[src/rtl/core/ebc_pkg.sv]
`default_nettype none

package ebc_pkg;

  localparam int COORD_BITS = 31;
  localparam int EDIT_BITS  = 32;
  localparam int CFG_BITS   = 17;

  // signed width for diagonal and gap differences
  localparam int DIFF_W = COORD_BITS + 2;
  // signed width for the unsaturated edit sum
  localparam int EDIT_SUM_W = (COORD_BITS + 4 > 35) ? COORD_BITS + 4 : 35;

  localparam int OQ_DEPTH = 4;
  localparam int OQ_PW    = $clog2(OQ_DEPTH);

  localparam logic [15:0] DIAG_SLACK_RST = 16'd10;
  localparam logic [16:0] MAX_GAP_RST    = 17'd0;
  localparam logic [15:0] ERROR_RATE_RST = 16'd13107;

  typedef enum logic [1:0] {
    CFG_DIAG_SLACK = 2'd0,
    CFG_MAX_GAP    = 2'd1,
    CFG_ERROR_RATE = 2'd2
  } cfg_idx_e;

  typedef struct packed {
    logic [COORD_BITS-1:0]       gen_start;
    logic [COORD_BITS-1:0]       gen_end;
    logic [COORD_BITS-1:0]       est_start;
    logic [COORD_BITS-1:0]       est_end;
    logic [COORD_BITS-1:0]       block_len;
    logic signed [EDIT_BITS-1:0] edit_dist;
    logic                        final_in;
  } blk_in_t;

  typedef struct packed {
    logic [COORD_BITS-1:0]       out_gen_start;
    logic [COORD_BITS-1:0]       out_gen_end;
    logic [COORD_BITS-1:0]       out_est_start;
    logic [COORD_BITS-1:0]       out_est_end;
    logic [COORD_BITS-1:0]       out_len;
    logic signed [EDIT_BITS-1:0] out_edit;
    logic                        last_block;
  } blk_out_t;

  typedef struct packed {
    logic wr0;
    logic wr1;
  } oq_push_t;

endpackage

`default_nettype wire

[src/rtl/core/ebc_out_fifo.sv]
`default_nettype none

module ebc_out_fifo import ebc_pkg::*; (
  input  wire logic     clk_i,
  input  wire logic     rst_ni,
  input  wire oq_push_t push_i,
  input  wire blk_out_t data0_i,
  input  wire blk_out_t data1_i,
  output logic          room2_o,
  output logic          out_valid_o,
  input  wire logic     out_ready_i,
  output blk_out_t      out_data_o
);

  blk_out_t       mem_q [OQ_DEPTH];
  logic [OQ_PW-1:0] wr_q, wr_d, rd_q, rd_d, wr_nx;
  logic [OQ_PW:0]   cnt_q, cnt_d;
  logic             pop;

  assign wr_nx       = wr_q + OQ_PW'(1);
  assign out_valid_o = (cnt_q != '0);
  assign out_data_o  = mem_q[rd_q];
  assign pop         = out_valid_o && out_ready_i;
  assign room2_o     = (cnt_q <= (OQ_PW+1)'(OQ_DEPTH - 2));

  always_comb begin
    wr_d  = wr_q;
    rd_d  = rd_q;
    cnt_d = cnt_q + (OQ_PW+1)'(push_i.wr0) + (OQ_PW+1)'(push_i.wr1) - (OQ_PW+1)'(pop);
    if (push_i.wr1) begin
      wr_d = wr_q + OQ_PW'(2);
    end else if (push_i.wr0) begin
      wr_d = wr_nx;
    end
    if (pop) begin
      rd_d = rd_q + OQ_PW'(1);
    end
  end

  always_ff @(posedge clk_i or negedge rst_ni) begin
    if (!rst_ni) begin
      wr_q  <= '0;
      rd_q  <= '0;
      cnt_q <= '0;
    end else begin
      wr_q  <= wr_d;
      rd_q  <= rd_d;
      cnt_q <= cnt_d;
    end
  end

  always_ff @(posedge clk_i) begin
    if (push_i.wr0) begin
      mem_q[wr_q] <= data0_i;
    end
    if (push_i.wr1) begin
      mem_q[wr_nx] <= data1_i;
    end
  end

`ifndef NO_ASSERTIONS
  a_cnt_bound: assert property (@(posedge clk_i) disable iff (!rst_ni)
    cnt_q <= (OQ_PW+1)'(OQ_DEPTH))
    else $error("output queue count beyond depth");

  a_no_overflow: assert property (@(posedge clk_i) disable iff (!rst_ni)
    push_i.wr1 |-> cnt_q <= (OQ_PW+1)'(OQ_DEPTH - 2))
    else $error("double write into a full output queue");

  a_second_needs_first: assert property (@(posedge clk_i) disable iff (!rst_ni)
    push_i.wr1 |-> push_i.wr0)
    else $error("second slot written without the first");
`endif

endmodule

`default_nettype wire

[src/rtl/core/exon_block_coalescer_core.sv]
`default_nettype none

// Channel   Dir  Handshake                    Payload
// in        in   in_valid_i / in_ready_o      in_data_i  (blk_in_t)
// out       out  out_valid_o / out_ready_i    out_data_o (blk_out_t)
// cfg       in   cfg_we_i                     cfg_idx_i, cfg_wdata_i
//
// One block per cycle while the queue has room: a transfer lands in the input
// register; from there the core compares it with the pending block, multiplies
// the gap by error_rate, updates the pending register and writes zero, one or
// two results into a four-entry output queue. A result passes through the input
// register and the output queue. The input register advances only while the
// queue has two free entries, so a stall on the output side backs up into in_ready_o.
// Reset clears the pending block and loads the register defaults.

module exon_block_coalescer_core import ebc_pkg::*; (
  input  wire logic                clk_i,
  input  wire logic                rst_ni,
  input  wire logic                in_valid_i,
  output logic                     in_ready_o,
  input  wire blk_in_t             in_data_i,
  output logic                     out_valid_o,
  input  wire logic                out_ready_i,
  output blk_out_t                 out_data_o,
  input  wire logic                cfg_we_i,
  input  wire logic [1:0]          cfg_idx_i,
  input  wire logic [CFG_BITS-1:0] cfg_wdata_i
);

  localparam int CW = COORD_BITS;
  localparam int SW = EDIT_SUM_W;
  localparam logic signed [SW-1:0] EDIT_MAX = {{(SW-EDIT_BITS+1){1'b0}}, {(EDIT_BITS-1){1'b1}}};
  localparam logic signed [SW-1:0] EDIT_MIN = {{(SW-EDIT_BITS+1){1'b1}}, {(EDIT_BITS-1){1'b0}}};

  typedef struct packed {
    logic [CW-1:0]               gen_start;
    logic [CW-1:0]               gen_end;
    logic [CW-1:0]               est_start;
    logic [CW-1:0]               est_end;
    logic [CW-1:0]               len;
    logic signed [EDIT_BITS-1:0] edit;
  } pend_t;

  logic [15:0]          diag_slack_q, error_rate_q;
  logic [CFG_BITS-1:0]  max_gap_q;

  blk_in_t in_q;
  logic    in_vld_q;
  pend_t   pend_q, pend_d;
  logic    pend_vld_q, pend_vld_d;

  logic adv, room2, merge, emit_old;

  logic signed [DIFF_W-1:0] dnew, dold, ddiag, gap, max_gap_x;
  logic [DIFF_W-1:0]        ddiag_abs, gap_abs, corr_mag;
  logic [DIFF_W+15:0]       prod;
  logic signed [SW-1:0]     corr_s, edit_sum;
  logic signed [EDIT_BITS-1:0] edit_sat;
  logic [CW-1:0]            len_m;

  oq_push_t push;
  blk_out_t q_data0, q_data1, old_blk, new_blk;

  assign adv        = in_vld_q && room2;
  assign in_ready_o = !in_vld_q || adv;

  always_ff @(posedge clk_i or negedge rst_ni) begin
    if (!rst_ni) begin
      diag_slack_q <= DIAG_SLACK_RST;
      max_gap_q    <= MAX_GAP_RST;
      error_rate_q <= ERROR_RATE_RST;
    end else if (cfg_we_i) begin
      case (cfg_idx_i)
        CFG_DIAG_SLACK: diag_slack_q <= cfg_wdata_i[15:0];
        CFG_MAX_GAP:    max_gap_q    <= cfg_wdata_i;
        CFG_ERROR_RATE: error_rate_q <= cfg_wdata_i[15:0];
        default:        ;
      endcase
    end
  end

  // merge test against the pending block
  always_comb begin
    dnew      = $signed({2'b00, in_q.est_start}) - $signed({2'b00, in_q.gen_start});
    dold      = $signed({2'b00, pend_q.est_end}) - $signed({2'b00, pend_q.gen_end});
    ddiag     = dnew - dold;
    ddiag_abs = ddiag[DIFF_W-1] ? DIFF_W'(-ddiag) : DIFF_W'(ddiag);
    gap       = $signed({2'b00, in_q.est_start}) - $signed({2'b00, pend_q.est_end})
              - $signed(DIFF_W'(1));
    gap_abs   = gap[DIFF_W-1] ? DIFF_W'(-gap) : DIFF_W'(gap);
    max_gap_x = $signed({{(DIFF_W-CFG_BITS){max_gap_q[CFG_BITS-1]}}, max_gap_q});
    merge     = pend_vld_q
              && (ddiag_abs <= {{(DIFF_W-16){1'b0}}, diag_slack_q})
              && (gap <= max_gap_x);
    emit_old  = pend_vld_q && !merge;
  end

  // gap correction and merged edit distance
  always_comb begin
    prod     = gap_abs * error_rate_q;
    corr_mag = prod[DIFF_W+15:16];
    corr_s   = $signed({{(SW-DIFF_W){1'b0}}, corr_mag});
    edit_sum = $signed({{(SW-EDIT_BITS){pend_q.edit[EDIT_BITS-1]}}, pend_q.edit})
             + $signed({{(SW-EDIT_BITS){in_q.edit_dist[EDIT_BITS-1]}}, in_q.edit_dist});
    // a negative gap adds its correction back
    if (gap[DIFF_W-1]) begin
      edit_sum = edit_sum + corr_s;
    end else begin
      edit_sum = edit_sum - corr_s;
    end
    if (edit_sum > EDIT_MAX) begin
      edit_sat = EDIT_MAX[EDIT_BITS-1:0];
    end else if (edit_sum < EDIT_MIN) begin
      edit_sat = EDIT_MIN[EDIT_BITS-1:0];
    end else begin
      edit_sat = edit_sum[EDIT_BITS-1:0];
    end
    len_m = in_q.est_end - pend_q.est_start + {{(CW-1){1'b0}}, 1'b1};
  end

  always_comb begin
    pend_d     = pend_q;
    pend_vld_d = pend_vld_q;
    if (adv) begin
      if (merge) begin
        pend_d.gen_end = in_q.gen_end;
        pend_d.est_end = in_q.est_end;
        pend_d.len     = len_m;
        pend_d.edit    = edit_sat;
      end else begin
        pend_d.gen_start = in_q.gen_start;
        pend_d.gen_end   = in_q.gen_end;
        pend_d.est_start = in_q.est_start;
        pend_d.est_end   = in_q.est_end;
        pend_d.len       = in_q.block_len;
        pend_d.edit      = in_q.edit_dist;
      end
      // flush drops the pending block
      pend_vld_d = !in_q.final_in;
    end
  end

  always_comb begin
    old_blk = '{out_gen_start: pend_q.gen_start, out_gen_end: pend_q.gen_end,
                out_est_start: pend_q.est_start, out_est_end: pend_q.est_end,
                out_len: pend_q.len, out_edit: pend_q.edit, last_block: 1'b0};
    new_blk = '{out_gen_start: pend_d.gen_start, out_gen_end: pend_d.gen_end,
                out_est_start: pend_d.est_start, out_est_end: pend_d.est_end,
                out_len: pend_d.len, out_edit: pend_d.edit, last_block: 1'b1};
    push.wr0 = adv && (emit_old || in_q.final_in);
    push.wr1 = adv && emit_old && in_q.final_in;
    q_data0  = emit_old ? old_blk : new_blk;
    q_data1  = new_blk;
  end

  always_ff @(posedge clk_i or negedge rst_ni) begin
    if (!rst_ni) begin
      in_vld_q   <= 1'b0;
      pend_vld_q <= 1'b0;
    end else begin
      if (in_ready_o) begin
        in_vld_q <= in_valid_i;
      end
      pend_vld_q <= pend_vld_d;
    end
  end

  always_ff @(posedge clk_i) begin
    if (in_ready_o && in_valid_i) begin
      in_q <= in_data_i;
    end
    pend_q <= pend_d;
  end

  ebc_out_fifo u_out_fifo (
    .clk_i       (clk_i),
    .rst_ni      (rst_ni),
    .push_i      (push),
    .data0_i     (q_data0),
    .data1_i     (q_data1),
    .room2_o     (room2),
    .out_valid_o (out_valid_o),
    .out_ready_i (out_ready_i),
    .out_data_o  (out_data_o)
  );

`ifndef NO_ASSERTIONS
  a_flush_clears: assert property (@(posedge clk_i) disable iff (!rst_ni)
    adv && in_q.final_in |=> !pend_vld_q)
    else $error("pending block survived a flush");

  a_keep_pending: assert property (@(posedge clk_i) disable iff (!rst_ni)
    adv && !in_q.final_in |=> pend_vld_q)
    else $error("pending block lost without a flush");

  a_merge_keeps_start: assert property (@(posedge clk_i) disable iff (!rst_ni)
    adv && merge |=> pend_q.est_start == $past(pend_q.est_start)
                  && pend_q.gen_start == $past(pend_q.gen_start))
    else $error("merge moved the pending start");
`endif

endmodule

`default_nettype wire
[config.mk]
export PLATFORM = sky130hd
export DESIGN_NAME = exon_block_coalescer_core
export DESIGN_NICKNAME = d
export VERILOG_FILES = /design/src/rtl/core/ebc_pkg.sv /design/src/rtl/core/ebc_out_fifo.sv /design/src/rtl/core/exon_block_coalescer_core.sv
export SDC_FILE = /design/constraint.sdc
export NUM_CORES = 2
export LEC_CHECK = 0
export BUFFER_PORTS_ARGS = -buffer_cell sky130_fd_sc_hd__buf_2
export CAP_MARGIN = 20
export CORE_UTILIZATION = 55
export DETAILED_ROUTE_END_ITERATION = 16
export GPL_ROUTABILITY_DRIVEN = 0
export GPL_TIMING_DRIVEN = 0
export PLACE_DENSITY = 0.73
export SYNTH_ARGS = -nofsm -noshare
export SYNTH_HDL_FRONTEND = slang
export SYNTH_SLANG_ARGS = --single-unit
[constraint.sdc]
create_clock -name clk_i -period 55.3 [get_ports clk_i]
set_input_delay 2.765 -clock clk_i [delete_from_list [all_inputs] [get_ports clk_i]]
set_output_delay 2.765 -clock clk_i [all_outputs]
set_load 0.1 [all_outputs]
Word-level counts from Yosys, hierarchy flattened
Memories as Yosys holds them, arrays and structs flattened.
Index checks and enable logic that the tools add are counted.
- RAM bits: 752
- bits of input ports: 212
- memories kept: 1
- output and inout port bits: 190
- register bits after elaboration: 433
- word-level logic and storage cells: 84
- order comparisons: 5
- reduce and logical (&&, ||, !) cells: 20
- muxes and demuxes: 16
- add/sub/neg operators: 18
- multiply operators: 1
- equality and inequality tests: 2
- memories (memory ; depth ; width ; rd ports ; clocked after Yosys merged registers in ; write ports ; line ; RTL):
    u_out_fifo.mem_q ; 4 ; 188 ; 1 ; 0 ; 2 ; ebc_out_fifo.sv:15 ; blk_out_t mem_q [OQ_DEPTH];
- operators by type and width (cell ; count):
    188-bit 2-to-1 mux ; 1
    187-bit 2-to-1 mux ; 1
    31-bit by 31-bit subtractor with 32-bit output ; 3
    33-bit 2-to-1 mux ; 2
    33-bit negation ; 2
    32-bit 2-to-1 mux ; 2
    63-bit 2-to-1 mux ; 1
    31-bit 2-to-1 mux ; 2
    33-bit by 16-bit multiplier with 49-bit output ; 1
    33-bit by 34-bit adder with 35-bit output ; 1
    35-bit by 32-bit > comparator with 1-bit output (second input constant) ; 1
    35-bit by 32-bit less-than comparator with 1-bit output (second input constant) ; 1
    35-bit 2-to-1 mux ; 1
    33-bit by 34-bit subtractor with 35-bit output ; 1
    32-bit by 32-bit adder with 33-bit output ; 1
    33-bit by 16-bit less-or-equal comparator with 1-bit output ; 1
    33-bit by 17-bit less-or-equal comparator with 1-bit output ; 1
    32-bit by 2-bit subtractor with 33-bit output (second input constant) ; 1
    32-bit by 32-bit subtractor with 33-bit output ; 1
    31-bit by 1-bit adder with 31-bit output (second input constant) ; 1
    31-bit subtractor ; 1
    1-bit logical AND ; 9
    3-bit by 1-bit adder with 3-bit output ; 2
    2-bit AND reduction ; 3
    13 further kinds ; 21

Depth between registers and ports, before layout
- word-level depth: 14
- gate-level depth with buffers: 68
- gate-level depth less buffers: 63

Modules after synthesis
Synthesis repeated with hierarchy kept, for this count alone.
- cells, all modules: 7333
- area, all modules: 84944.0 um2
- modules (own cells, without submodules) (module ; times used ; cells an instance ; area an instance (um2)):
    exon_block_coalescer_core ; 1 ; 5471 ; 48271.3
    ebc_out_fifo ; 1 ; 1862 ; 36672.7

Least setup slack after synthesis
No wires, ideal clock.
- path type: register -> register
- start: reg in_q[95] (netlist name)
- end: mem u_out_fifo.mem_q[1][100] (netlist name), enable pin
- cell stages (with the launch flop): 53
- data arrival time: 22.136 ns
- library setup time: 1.018 ns
- clock period less this slack: 23.155 ns
- required time: 54.282 ns
- slack: 32.145 ns
- cell sequence: edfxtp_1 inv_1 ha_1 inv_1 fa_1 a21o_1 a21oi_1 o21ai_0 a21oi_1 o21ai_0 a21oi_1 o21ai_0 a21oi_1 o21bai_1 a31o_2 a41oi_1 a211oi_1 a41oi_1 (+17 left out) ha_1 nor2b_1 o21a_1 o21ai_0 nand2b_1 a21oi_1 o21ai_0 a221o_1 a21o_1 a21o_1 a21oi_1 o22a_1 o211ai_1 a2111oi_2 and4bb_1 nor2_1 a21oi_1 o32ai_1
- RTL lines (element ; line ; RTL):
    from (decl) ; exon_block_coalescer_core.sv:47 ; blk_in_t in_q;
    from (signal assigned) ; exon_block_coalescer_core.sv:170 ; in_q <= in_data_i;
    to (decl) ; ebc_out_fifo.sv:15 ;

==> impl_metrics.toml <==
[finish]
final_core_utilization_pct = 61.97
ff_latch_area_um2 = 33390
area_growth_pct = 11.44
fillerInstances = 12060
multi_input_area_um2 = 45460
nets = 9819
drive_above_1_share_pct = 11.51

[detailed_routing]
drcViolationCount = 0
vias_per_cell = 6.416
first_pass_iters = 9
drtAntennaViolNets = 0
wl_per_cell_um = 26.18
drt_iter0_markers = 9800
routed_wl_um = 284500
vias = 69730

[outcome]
status = "finished clean"

[clock_tree]
insertion_delay_ns = 0.82
cts_made_buffers = 118
cts-root-buf = "clkbuf_16"
post_cts_buffers = 0
ctsResizeCount = 0
clkTransAtPathRegs_ns = 0.06
cts_buffer_depth = 3
htreeDepth = 3
cts_sinks = 1185
cts_tree = "done"
cts-hold-fix-buffers = 0

[logic_synthesis]
synth_cell_types = 107
synth_ff_type = "edfxtp_1"
yosysWarnings = 0
synth.cell_area_um2 = 83680
synth_most_common_cell = "nand2_1"
yosysTopAreaCellShare_pct = 33.59
ys_seq_area_share_pct = 39.91
synthArstFlopShare_pct = 4.895
synth_edf_count = 936
syn-instance-count = 8151
syn_area_per_cell_um2 = 10.27
synth_top_cell_by_area = "edfxtp_1"
post_synth_most_frequent_cells = "nand2_1 (1185), edfxtp_1 (936), inv_1 (855)"
ys_ff_latch = 1185
yosys-top-cells-area = "edfxtp_1 (34%), fa_1 (11%), ha_1 (6.4%)"

[setup_path]
crit_type = "reg -> reg"
crit_top_cell = "inv_1"
critPathSlowestCell = "dfxtp_1"
crit_fanout = 10
critPathRequiredTime_ns = 55.73
cp_data_arrival_time_ns = 21.98
slowest_delay_ns = 0.93
cp-start-kind = "flop"
cp-end-kind = "flop"

[floorplan]
floorplan.rows = 142
io_pins = 402
coreArea_um2 = 150500
die-area_um2 = 153700
dieWidth_um = 392.1
initial_core_util_pct = 55.61
die_h_um = 392.1

[place]
portBuffers = 401
hpwl_um = 216100

[grt]
grt-ovfl-total = 0
grtUsageTotal_pct = 36.54
first_global_vias = 67850
grt_pass1_wl_um = 417500
grt_max_degree = 73
antenna_found_initial = 16

[worst_hold_path]
hold_class = "reg -> reg"

[timing]
clock_skew_ns = 0.1203
hold_viol_final = 0
slew_headroom_pct = 11.73
drv_slew = 0
rsz0062_at_grt = "no"
finalCritPeriodShare_pct = 38.97
worst_slew_pin_slew_ns = 1.324
setup_viol = 0
fmax_ghz = 0.04640
finalSetupTns_ns = 0
min_period_ns = 21.55
timing.hold.ws_ns = 0.5020

[run]
max-cap-violations = 0
-- state kept, by name (all words and copies together) (netlist names) --
signal,cells
pend_vld_q,1
max_gap_q,17
u_out_fifo.mem_q,752
u_out_fifo.rd_q,2
u_out_fifo.cnt_q,3
old_blk,187
error_rate_q,16
in_vld_q,1
u_out_fifo.wr_q,2
in_q,188
diag_slack_q,16
-- cell type report --
cell class	count	area share (%)
multi-input combinational	5687	48.75
sequential	1185	35.81
clock buffer	165	3.441
inverter	855	3.441
timing repair buffer	455	3.229
tap	2016	2.705
buffer	438	1.861
clock inverter	58	0.7433
antenna	8	0.02147
-- critical path: cells and delay by family, from the launching register on --
family,cells,cell delay (ns)
flip-flops,1,0.93
adder cells (fa/ha/maj),9,4.12
AND/OR/NAND/NOR,19,6.13
buffers and inverters,15,4.17
AO/OA/AOI/OAI,18,4.62
XOR/XNOR,3,1.23
-- layer usage --
layer	track usage [%]	wire length, µm
met2	55.14	123800
met5	0	60
met4	24.69	23480
met3	9.960	37600
met1	45.93	99590
-- path summary, 6_finish.rpt --
kind	startpoint	to	slack, ns	cells after the start
min	u_out_fifo.mem_q[1][0]$_SDFFE_PP1P_	u_out_fifo.mem_q[1][0]$_SDFFE_PP1P_	0.50	1
max	old_blk[65]$_DFF_P_	u_out_fifo.mem_q[0][20]$_DFFE_PP_	33.75	64
max reg2reg	old_blk[65]$_DFF_P_	u_out_fifo.mem_q[0][20]$_DFFE_PP_	33.75	64
min reg2reg	u_out_fifo.mem_q[1][0]$_SDFFE_PP1P_	u_out_fifo.mem_q[1][0]$_SDFFE_PP1P_	0.50	1
min in group asynchronous	rst_ni	u_out_fifo.rd_q[0]$_DFFE_PN0P_	2.14	1
max in group asynchronous	rst_ni	max_gap_q[10]$_DFFE_PN0P_	52.55	1
-- kinds of logic after synthesis --
| group | synth area share [%] |
|---|---|
| simple gates | 12.03 |
| compound gates | 15.09 |
| buf+inv | 5.906 |
| flops | 39.91 |
| fa+ha+maj | 16.91 |
| mux | 6.789 |
| xor+xnor | 3.360 |
| other cells | 0.008974 |
-- layout by cell type, fill, tap and decap left out, drive strengths merged, types with 162 or more instances in the layout --
cell	n
ha	427
o21ai	694
inv	858
clkbuf	497
fa	440
edfxtp	936
mux4	188
xnor2	225
a21oi	386
buf	561
a22oi	162
nor2	223
dfxtp	191
and2	238
nand2	1185
-- stage by stage --
step                setup slack [ns]  cell area, µm²  std cells
floorplan                      32.15           83740       8165
global placement               17.33           88270      10580
detailed placement             34.13           89240      10630
CTS                            33.96           93140      10850
global route                   32.72           93240      10860
finish                         33.75           93260      10870
Power is left out: the tool's default activity adds up to more than one toggle a clock period on the data nets, which glitch-free logic cannot reach.
